## src/hw/rtl/biquad_iir_filter_macros.svh

```systemverilog
// ----------------------------------------------------------------------------
// Biquad filter assertion macros
// Shared concurrent assertion forms for the biquad filter modules.
// ----------------------------------------------------------------------------
`ifndef BIQUAD_IIR_FILTER_MACROS_SVH
`define BIQUAD_IIR_FILTER_MACROS_SVH

// Same-cycle implication, disabled while reset is asserted.
`define BQ_ASSERT_NOW(label, clk, rst_n, ante, cons, msg) \
	label: assert property (@(posedge clk) disable iff (!rst_n) (ante) |-> (cons)) \
		else $error(msg);

// Next-cycle implication, disabled while reset is asserted.
`define BQ_ASSERT_NEXT(label, clk, rst_n, ante, cons, msg) \
	label: assert property (@(posedge clk) disable iff (!rst_n) (ante) |=> (cons)) \
		else $error(msg);

`endif

```

## src/hw/rtl/bq_pkg.sv

```systemverilog
// ----------------------------------------------------------------------------
// Biquad filter package
// Fixed-point constants, register indexes, sequencer states and control bundle.
// ----------------------------------------------------------------------------
package bq_pkg;

	localparam int DELAY_FRAC = 8;
	localparam int COEF_FRAC  = 16;
	localparam int PROD_FRAC  = COEF_FRAC + DELAY_FRAC;

	localparam int CFG_INDEX_BITS = 3;

	localparam logic [CFG_INDEX_BITS-1:0] REG_FF_GAIN_0 = 3'd0;
	localparam logic [CFG_INDEX_BITS-1:0] REG_FF_GAIN_1 = 3'd1;
	localparam logic [CFG_INDEX_BITS-1:0] REG_FF_GAIN_2 = 3'd2;
	localparam logic [CFG_INDEX_BITS-1:0] REG_FB_GAIN_1 = 3'd3;
	localparam logic [CFG_INDEX_BITS-1:0] REG_FB_GAIN_2 = 3'd4;

	typedef enum logic [2:0] {
		ST_IDLE,
		ST_FB_MAC,
		ST_FB_DONE,
		ST_FF_MAC,
		ST_FF_DONE
	} bq_state_t;

	typedef struct packed {
		logic load_fb;
		logic load_ff;
		logic step;
		logic first;
		logic fb_phase;
		logic commit;
	} bq_ctrl_t;

endpackage

```

## src/hw/rtl/bq_ctrl.sv

```systemverilog
// ----------------------------------------------------------------------------
// Biquad filter sequencer
// Steps the bit-serial feedback and feed-forward passes of one item.
// ----------------------------------------------------------------------------
module bq_ctrl #(
	parameter int COEF_BITS = 20
) (
	input  logic             clk,
	input  logic             arst_n,
	input  logic             in_valid,
	input  logic             out_free,
	output logic             in_ready,
	output bq_pkg::bq_ctrl_t ctrl
);

	localparam int CNT_BITS = $clog2(COEF_BITS);
	localparam logic [CNT_BITS-1:0] CNT_TOP = CNT_BITS'(COEF_BITS - 1);

	bq_pkg::bq_state_t state_q;
	bq_pkg::bq_state_t state_next;
	logic [CNT_BITS-1:0] cnt_q;
	logic last_bit;

	assign last_bit = (cnt_q == '0);

	always_comb begin
		state_next = state_q;
		unique case (state_q)
			bq_pkg::ST_IDLE: begin
				if (in_valid) begin
					state_next = bq_pkg::ST_FB_MAC;
				end
			end
			bq_pkg::ST_FB_MAC: begin
				if (last_bit) begin
					state_next = bq_pkg::ST_FB_DONE;
				end
			end
			bq_pkg::ST_FB_DONE: begin
				state_next = bq_pkg::ST_FF_MAC;
			end
			bq_pkg::ST_FF_MAC: begin
				if (last_bit) begin
					state_next = bq_pkg::ST_FF_DONE;
				end
			end
			bq_pkg::ST_FF_DONE: begin
				if (out_free) begin
					state_next = bq_pkg::ST_IDLE;
				end
			end
			default: begin
				state_next = bq_pkg::ST_IDLE;
			end
		endcase
	end

	always_comb begin
		in_ready      = (state_q == bq_pkg::ST_IDLE);
		ctrl.load_fb  = (state_q == bq_pkg::ST_IDLE) && in_valid;
		ctrl.load_ff  = (state_q == bq_pkg::ST_FB_DONE);
		ctrl.fb_phase = (state_q == bq_pkg::ST_FB_MAC);
		ctrl.step     = (state_q == bq_pkg::ST_FB_MAC) || (state_q == bq_pkg::ST_FF_MAC);
		ctrl.first    = (cnt_q == CNT_TOP);
		ctrl.commit   = (state_q == bq_pkg::ST_FF_DONE) && out_free;
	end

	always_ff @(posedge clk or negedge arst_n) begin
		if (!arst_n) begin
			state_q <= bq_pkg::ST_IDLE;
			cnt_q   <= '0;
		end else begin
			state_q <= state_next;
			if (ctrl.load_fb || ctrl.load_ff) begin
				cnt_q <= CNT_TOP;
			end else if (ctrl.step && !last_bit) begin
				cnt_q <= cnt_q - 1'b1;
			end
		end
	end

endmodule

```

## src/hw/rtl/bq_datapath.sv

```systemverilog
// ----------------------------------------------------------------------------
// Biquad filter datapath
// Bit-serial multiply-accumulate over coefficient shift registers, rounding,
// saturation and the two delay words.
// ----------------------------------------------------------------------------
module bq_datapath #(
	parameter int SAMPLE_BITS = 16,
	parameter int COEF_BITS   = 20
) (
	input  logic                          clk,
	input  logic                          arst_n,
	input  bq_pkg::bq_ctrl_t              ctrl,
	input  logic signed [SAMPLE_BITS-1:0] sample_in,
	input  logic signed [COEF_BITS-1:0]   ff_gain_0,
	input  logic signed [COEF_BITS-1:0]   ff_gain_1,
	input  logic signed [COEF_BITS-1:0]   ff_gain_2,
	input  logic signed [COEF_BITS-1:0]   fb_gain_1,
	input  logic signed [COEF_BITS-1:0]   fb_gain_2,
	output logic signed [SAMPLE_BITS-1:0] result
);

	localparam int D_BITS   = SAMPLE_BITS + bq_pkg::DELAY_FRAC;
	localparam int P_BITS   = COEF_BITS + D_BITS;
	localparam int X_BITS   = SAMPLE_BITS + bq_pkg::PROD_FRAC;
	localparam int ACC_BITS = ((P_BITS > X_BITS) ? P_BITS : X_BITS) + 2;

	localparam logic signed [ACC_BITS-1:0] W_HALF = ACC_BITS'(1) << (bq_pkg::COEF_FRAC - 1);
	localparam logic signed [ACC_BITS-1:0] Y_HALF = ACC_BITS'(1) << (bq_pkg::PROD_FRAC - 1);
	localparam logic signed [ACC_BITS-1:0] W_HI =
		signed'({{(ACC_BITS-D_BITS+1){1'b0}}, {(D_BITS-1){1'b1}}});
	localparam logic signed [ACC_BITS-1:0] W_LO = ~W_HI;
	localparam logic signed [ACC_BITS-1:0] Y_HI =
		signed'({{(ACC_BITS-SAMPLE_BITS+1){1'b0}}, {(SAMPLE_BITS-1){1'b1}}});
	localparam logic signed [ACC_BITS-1:0] Y_LO = ~Y_HI;

	logic signed [SAMPLE_BITS-1:0] x_q;
	logic        [COEF_BITS-1:0]   sh0_q;
	logic        [COEF_BITS-1:0]   sh1_q;
	logic        [COEF_BITS-1:0]   sh2_q;
	logic signed [ACC_BITS-1:0]    acc_q;
	logic signed [D_BITS-1:0]      w0_q;
	logic signed [D_BITS-1:0]      w1_q;
	logic signed [D_BITS-1:0]      w2_q;

	logic signed [D_BITS-1:0]   t0;
	logic signed [D_BITS-1:0]   t1;
	logic signed [D_BITS-1:0]   t2;
	logic signed [D_BITS+1:0]   term;
	logic signed [ACC_BITS-1:0] term_ext;
	logic signed [ACC_BITS-1:0] acc_dbl;
	logic signed [ACC_BITS-1:0] acc_next;
	logic                       sub;
	logic signed [ACC_BITS-1:0] x_ext;
	logic signed [ACC_BITS-1:0] w_rnd;
	logic signed [D_BITS-1:0]   w_sat;
	logic signed [ACC_BITS-1:0] y_rnd;

	always_comb begin
		t0       = sh0_q[COEF_BITS-1] ? w0_q : '0;
		t1       = sh1_q[COEF_BITS-1] ? w1_q : '0;
		t2       = sh2_q[COEF_BITS-1] ? w2_q : '0;
		term     = {{2{t0[D_BITS-1]}}, t0} + {{2{t1[D_BITS-1]}}, t1}
			+ {{2{t2[D_BITS-1]}}, t2};
		term_ext = {{(ACC_BITS-D_BITS-2){term[D_BITS+1]}}, term};
		acc_dbl  = acc_q <<< 1;
		sub      = ctrl.first ^ ctrl.fb_phase;
		acc_next = sub ? (acc_dbl - term_ext) : (acc_dbl + term_ext);
	end

	always_comb begin
		x_ext = {{(ACC_BITS-X_BITS){x_q[SAMPLE_BITS-1]}}, x_q, {bq_pkg::PROD_FRAC{1'b0}}};
		w_rnd = (acc_q + x_ext + W_HALF) >>> bq_pkg::COEF_FRAC;
		if (w_rnd > W_HI) begin
			w_sat = W_HI[D_BITS-1:0];
		end else if (w_rnd < W_LO) begin
			w_sat = W_LO[D_BITS-1:0];
		end else begin
			w_sat = w_rnd[D_BITS-1:0];
		end
	end

	always_comb begin
		y_rnd = (acc_q + Y_HALF) >>> bq_pkg::PROD_FRAC;
		if (y_rnd > Y_HI) begin
			result = Y_HI[SAMPLE_BITS-1:0];
		end else if (y_rnd < Y_LO) begin
			result = Y_LO[SAMPLE_BITS-1:0];
		end else begin
			result = y_rnd[SAMPLE_BITS-1:0];
		end
	end

	always_ff @(posedge clk) begin
		if (ctrl.load_fb) begin
			x_q   <= sample_in;
			sh0_q <= '0;
			sh1_q <= fb_gain_1;
			sh2_q <= fb_gain_2;
			acc_q <= '0;
		end else if (ctrl.load_ff) begin
			sh0_q <= ff_gain_0;
			sh1_q <= ff_gain_1;
			sh2_q <= ff_gain_2;
			acc_q <= '0;
		end else if (ctrl.step) begin
			sh0_q <= sh0_q << 1;
			sh1_q <= sh1_q << 1;
			sh2_q <= sh2_q << 1;
			acc_q <= acc_next;
		end
	end

	always_ff @(posedge clk or negedge arst_n) begin
		if (!arst_n) begin
			w0_q <= '0;
			w1_q <= '0;
			w2_q <= '0;
		end else begin
			if (ctrl.load_ff) begin
				w0_q <= w_sat;
			end
			if (ctrl.commit) begin
				w1_q <= w0_q;
				w2_q <= w1_q;
			end
		end
	end

endmodule

```

## src/hw/rtl/biquad_iir_filter.sv

```systemverilog
// ----------------------------------------------------------------------------
// Biquad IIR filter
// Second-order direct form II section with bit-serial arithmetic.
// ----------------------------------------------------------------------------
// Usage: samples enter on in_valid/in_ready with sample_in and leave on
// out_valid/out_ready with sample_out, one result item per input item.
// The five coefficients (b0, b1, b2, a1, a2, signed Q3.16) are written on
// cfg_valid/cfg_ready with cfg_index and cfg_data; cfg_ready is always high
// and writes to an index beyond the list are dropped. Write them only while
// no item is in flight.
// Each item makes two passes over the coefficient bits, one bit per cycle:
// the feedback pass, a rounding step, the feed-forward pass and a result
// step that waits for a free output register. A new item is taken only
// once the previous result has been committed.
// The coefficient width sets the length of each pass and so the throughput.
// A finished result sits in an output register, so the next item is taken
// while the receiver stalls; a second result then waits in the datapath
// until the output register frees up.
// Reset clears both delay words, loads b0 = 1.0 and all other coefficients
// to zero, and empties the output register.
// ----------------------------------------------------------------------------
`include "biquad_iir_filter_macros.svh"

module biquad_iir_filter #(
	parameter int SAMPLE_BITS = 16,
	parameter int COEF_BITS   = 20
) (
	input  logic                              clk,
	input  logic                              arst_n,
	input  logic                              in_valid,
	output logic                              in_ready,
	input  logic signed [SAMPLE_BITS-1:0]     sample_in,
	output logic                              out_valid,
	input  logic                              out_ready,
	output logic signed [SAMPLE_BITS-1:0]     sample_out,
	input  logic                              cfg_valid,
	output logic                              cfg_ready,
	input  logic [bq_pkg::CFG_INDEX_BITS-1:0] cfg_index,
	input  logic signed [COEF_BITS-1:0]       cfg_data
);

	localparam logic signed [COEF_BITS-1:0] UNITY_GAIN =
		signed'({{(COEF_BITS-1){1'b0}}, 1'b1} << bq_pkg::COEF_FRAC);

	logic signed [COEF_BITS-1:0] ff_gain_0_q;
	logic signed [COEF_BITS-1:0] ff_gain_1_q;
	logic signed [COEF_BITS-1:0] ff_gain_2_q;
	logic signed [COEF_BITS-1:0] fb_gain_1_q;
	logic signed [COEF_BITS-1:0] fb_gain_2_q;

	logic                          out_valid_q;
	logic signed [SAMPLE_BITS-1:0] sample_out_q;
	logic signed [SAMPLE_BITS-1:0] result;
	logic                          out_free;
	bq_pkg::bq_ctrl_t              ctrl;

	assign cfg_ready  = 1'b1;
	assign out_valid  = out_valid_q;
	assign sample_out = sample_out_q;
	assign out_free   = !out_valid_q || out_ready;

	always_ff @(posedge clk or negedge arst_n) begin
		if (!arst_n) begin
			ff_gain_0_q <= UNITY_GAIN;
			ff_gain_1_q <= '0;
			ff_gain_2_q <= '0;
			fb_gain_1_q <= '0;
			fb_gain_2_q <= '0;
		end else if (cfg_valid && cfg_ready) begin
			unique case (cfg_index)
				bq_pkg::REG_FF_GAIN_0: ff_gain_0_q <= cfg_data;
				bq_pkg::REG_FF_GAIN_1: ff_gain_1_q <= cfg_data;
				bq_pkg::REG_FF_GAIN_2: ff_gain_2_q <= cfg_data;
				bq_pkg::REG_FB_GAIN_1: fb_gain_1_q <= cfg_data;
				bq_pkg::REG_FB_GAIN_2: fb_gain_2_q <= cfg_data;
				default: begin
				end
			endcase
		end
	end

	always_ff @(posedge clk or negedge arst_n) begin
		if (!arst_n) begin
			out_valid_q <= 1'b0;
		end else if (ctrl.commit) begin
			out_valid_q <= 1'b1;
		end else if (out_ready) begin
			out_valid_q <= 1'b0;
		end
	end

	always_ff @(posedge clk) begin
		if (ctrl.commit) begin
			sample_out_q <= result;
		end
	end

	bq_ctrl #(
		.COEF_BITS(COEF_BITS)
	) u_ctrl (
		.clk      (clk),
		.arst_n   (arst_n),
		.in_valid (in_valid),
		.out_free (out_free),
		.in_ready (in_ready),
		.ctrl     (ctrl)
	);

	bq_datapath #(
		.SAMPLE_BITS(SAMPLE_BITS),
		.COEF_BITS  (COEF_BITS)
	) u_datapath (
		.clk       (clk),
		.arst_n    (arst_n),
		.ctrl      (ctrl),
		.sample_in (sample_in),
		.ff_gain_0 (ff_gain_0_q),
		.ff_gain_1 (ff_gain_1_q),
		.ff_gain_2 (ff_gain_2_q),
		.fb_gain_1 (fb_gain_1_q),
		.fb_gain_2 (fb_gain_2_q),
		.result    (result)
	);

	`BQ_ASSERT_NEXT(a_busy_after_accept, clk, arst_n, in_valid && in_ready, !in_ready, "input taken while an item is in progress")

	`BQ_ASSERT_NOW(a_commit_into_free, clk, arst_n, ctrl.commit, !out_valid_q || out_ready, "result overwrote a waiting item")

	`BQ_ASSERT_NOW(a_valid_from_commit, clk, arst_n, $rose(out_valid_q), $past(ctrl.commit), "output item appeared without a finished computation")

	`BQ_ASSERT_NOW(a_no_load_clash, clk, arst_n, ctrl.load_fb || ctrl.load_ff, !ctrl.step && !ctrl.commit, "datapath load overlaps a step or commit")

endmodule
```

## config.mk

```make
export PLATFORM = sky130hd
export DESIGN_NAME = biquad_iir_filter
export DESIGN_NICKNAME = d
export VERILOG_FILES = /design/src/hw/rtl/bq_pkg.sv /design/src/hw/rtl/bq_ctrl.sv /design/src/hw/rtl/bq_datapath.sv /design/src/hw/rtl/biquad_iir_filter.sv
export VERILOG_INCLUDE_DIRS = /design/src /design/src/hw/rtl
export SDC_FILE = /design/constraint.sdc
export NUM_CORES = 1
export LEC_CHECK = 0
export ABC_CLOCK_PERIOD_IN_PS = 6480
export BUFFER_PORTS_ARGS = -buffer_cell sky130_fd_sc_hd__buf_4
export CAP_MARGIN = 5
export CORE_MARGIN = 2
export CORE_UTILIZATION = 35
export CTS_BUF_LIST = sky130_fd_sc_hd__clkbuf_4
export CTS_CLUSTER_DIAMETER = 60
export DETAILED_ROUTE_END_ITERATION = 8
export PLACE_DENSITY = 0.53
export SKIP_CTS_REPAIR_TIMING = 1
export SLEW_MARGIN = 20
export SYNTH_ARGS = -nofsm -noshare
export SYNTH_HDL_FRONTEND = slang
export SYNTH_SLANG_ARGS = --single-unit
export TNS_END_PERCENT = 1
```

## constraint.sdc

```tcl
create_clock -name clk -period 6.48 [get_ports clk]
set_input_delay 0.648 -clock clk [delete_from_list [all_inputs] [get_ports clk]]
set_output_delay 0.648 -clock clk [all_outputs]
set_load 0.02 [all_outputs]
```

==> results.yml <==
detailed_routing:
  drcViolationCount: 0
  ant_nets: 0
  dr.pass1.iters: 5
  wl_per_cell_um: 18.4
  vias_per_cell: 5.38
  wl_um: 61400
  num_vias: 17944
  drt_iter0_markers: 1225
synth:
  synth_top_family_by_area: "compound AO/OA/AOI/OAI gates"
  syn_inst: 2331
  synthAdderAreaFrac_pct: 11.1
  synth_compound_area_share_pct: 17.9
  syn_area_per_cell_um2: 9.06
  yosys-top-cells-area: "dfrtp_1, edfxtp_1, ha_1, nand2_1, dfxtp_1"
  synth-simple-area-share_pct: 15.8
  syn-num-nets: 2547
  ys_seq_area_share_pct: 37.9
  synthArstFlopShare_pct: 56.7
  yosysWarnings: 0
  ys_seq_elements: 319
  yosysTopAreaCell: "dfrtp_1"
  synth.top_cell.area_share_pct: 21.3
  muxShareOfSynthArea_pct: 7.37
  synth_area_mm2: 0.0211
  ys_dominant_reg_cell: "dfrtp_1"
  synth_edf_count: 72
  synthDistinctLibCells: 90
  synth-xor-area-share_pct: 5.05
final_layout:
  syn2layout_area_growth_pct: 15.1
  layout.nets: 2685
  drive_gt1_share_pct: 18.1
  final_area_mm2: 0.0243
power:
  ir_worst_vdd_mv: 0.224
  p_total_uw: 12100
  powerDensity_mw_per_mm2: 496
  p_leak_uw: 0.0108
critical_path:
  cp-start-kind: "flop"
  path_buf_inv: 3
  crit_type: "reg2reg"
  cp_max_fo: 7
  critPathTopFamily: "compound AO/OA/AOI/OAI gates"
  required_ns: 7.20
  reg2reg_slack_ns: 0.37
  cpMaxStageDelayCell: "o31ai_1"
  critPathArrivalTime_ns: 6.83
  max_stage_delay_ns: 0.58
  worst_setup_path_end_kind: "flop"
die:
  boundaryPins: 63
  start_util_pct: 35.2
  fp.coreArea_mm2: 0.0600
  die_h_um: 250
  die_w_um: 250
  rows: 90
  die-area_mm2: 0.0623
place:
  gp_congestion: 0.906
  place_area_mm2: 0.0228
  hpwl_um: 43500
  portBuffers: 61
grt:
  grt-ovfl-total: 0
  antenna_found_initial: 2
  grt_pass1_wl_um: 98000
  track_usage_pct: 19.5
  grt_max_degree: 93
  grt_pass1_vias: 18047
timing:
  setup_viol: 0
  fin_skew_ns: 0.0763
  finalCritPeriodShare_pct: 94.2
  max_freq_mhz: 164
  relSlewSlack_pct: 36.7
  final-max-slew-violation-count: 0
  period_needed_ns: 6.11
  worst_pin_slew_ns: 0.948
  hold_viol_final: 0
flow_run:
  maxCapViolations: 0
clock_tree:
  clk_pin_slew_ns: 0.07
  cts_sinks: 319
  cts-root-buf: "clkbuf_4"
  worstSkewPairLatency_ns: 0.84
  h-tree-depth: 3
  cts_tree: "yes"
  numCtsBuffers: 92
  cts_buffer_depth: 3
worst_hold_path:
  hold_class: "in2reg"
run_status:
  status: "complete, no violations"
-- power by group --
| group | internal, uW | leakage, uW | switching [uW] |
|---|---|---|---|
| clock | 1060 | 0.000741 | 925 |
| sequential | 2760 | 0.00353 | 626 |
| combinational | 2690 | 0.00651 | 4000 |
-- worst register-to-register path: cells and delay by family, from the launching register on --
kind / cells / cell delay, ns
buffers and inverters: 3 / 0.41
adder cells (fa/ha/maj): 4 / 1.44
AND/OR/NAND/NOR: 6 / 1.14
XOR/XNOR: 1 / 0.22
flip-flops: 1 / 0.45
AO/OA/AOI/OAI: 10 / 2.17
multiplexers: 1 / 0.18
-- worst paths after layout --
kind / from / end / cells past startpoint
min: cfg_data[17] / ff_gain_2_q[17] / 2
min reg2reg: u_datapath.sh0_q[12] / u_datapath.sh0_q[12] / 2
max: u_datapath.sh1_q[19] / u_datapath.acc_q[43] / 25
max in group asynchronous: arst_n / u_datapath.w2_q[19] / 3
max reg2reg: u_datapath.sh1_q[19] / u_datapath.acc_q[43] / 25
min in group asynchronous: arst_n / fb_gain_1_q[12] / 2
-- stage by stage --
stage / util (%) / setup WS [ns] / cells / setup TNS (ns) / hold WS (ns)
after floorplan: - / 0.0585 / 2331 / 0 / 0.352
after global routing: 40.5 / -0.0106 / 3334 / -0.0106 / 0.0244
after CTS: 40.0 / 0.0818 / 3308 / 0 / -0.171
after detailed placement: 38.0 / 0.0721 / 3136 / 0 / 0.447
final: 40.5 / 0.373 / 3335 / 0 / 0.107
after global placement: 38.0 / 0.153 / 3136 / 0 / 0.444
-- layout by cell type, fill, tap and decap left out, types with 13 or more instances in the layout --
cell type      instances
buf_4                143
nand2_1              373
mux2_2               100
a21oi_1              161
a22oi_1               20
o21bai_1              24
nand4_1               25
o31ai_1               15
nor2_1               121
edfxtp_1              72
clkbuf_4             146
nor3_1                32
nand2b_1              22
dlygate4sd3_1         17
fa_1                  27
nand3_1               57
o21a_1                15
a21o_1                43
a221o_1               25
and3_1                16
a31oi_1               13
xor2_1                42
or3_1                 15
a211oi_1              18
o21ai_0              144
clkinv_1              18
mux2i_1               43
inv_1                127
xnor2_1               74
ha_1                 145
dfxtp_1               66
nor2b_1               14
dfrtp_1              180
-- metal layers --
layer / global-route usage (%) / vias to the layer above / wire [um]
met5: 0 / - / 0
met4: 7.14 / 0 / 1590
met3: 3.78 / 131 / 3420
met2: 32.1 / 489 / 28800
met1: 25.4 / 8758 / 27500
li1: - / 8566 / -
-- synthesized netlist by cell type (7+ instances only) --
library cell and n:
o21bai_1 24, clkbuf_1 91, nor3_1 33, a21o_1 43
nand2b_1 23, nand4_1 25, buf_1 10, xnor2_1 75
nor2b_1 15, a31oi_1 13, or2_2 7, xor2_1 43
o21ai_0 145, buf_2 10, dfrtp_1 180, or3_1 15
and3_1 16, mux2i_1 43, and2_1 10, fa_1 27
nor2_1 125, ha_1 145, nand3_1 58, nor4_1 11
a211oi_1 20, a22o_1 7, inv_1 130, dfxtp_1 66
a221o_1 25, o31a_1 9, mux2_2 100, o21ai_1 7
edfxtp_1 72, nand2_1 373, o21a_1 15, o31ai_1 16
o211ai_1 12, a21oi_1 167, a22oi_1 20
-- cells by family (layout without fill, tap and decap cells) --
logic type / after synthesis / after routing
mux: 143 / 143
compound gates: 585 / 585
flops: 319 / 319
other cells: 1 / 7
xor+xnor: 120 / 120
fa+ha+maj: 172 / 172
buf+inv: 251 / 467
simple gates: 740 / 740
-- registers in the layout (all words and copies together), names as in the netlist --
signal / cells
u_datapath.acc_q: 46
u_datapath.w0_q: 24
u_datapath.w1_q: 24
u_datapath.w2_q: 24
fb_gain_1_q: 20
fb_gain_2_q: 20
ff_gain_0_q: 20
ff_gain_1_q: 20
ff_gain_2_q: 20
u_datapath.sh0_q: 20
u_datapath.sh1_q: 20
u_datapath.sh2_q: 20
sample_out: 16
u_datapath.x_q: 16
u_ctrl.cnt_q: 5
u_ctrl.state_q: 3
out_valid: 1
-- layout make-up --
type / count / area (um2)
repair buffers: 163 / 1290
inverters: 132 / 499
diodes: 6 / 15.0
clock buffers: 146 / 1100
clock inverters: 26 / 144
well taps: 782 / 978
flip-flops and latches: 319 / 8010
fillers: 5991 / 35700
multi-input cells: 1761 / 12300
No activity file was read; power rests on OpenSTA's default activity.
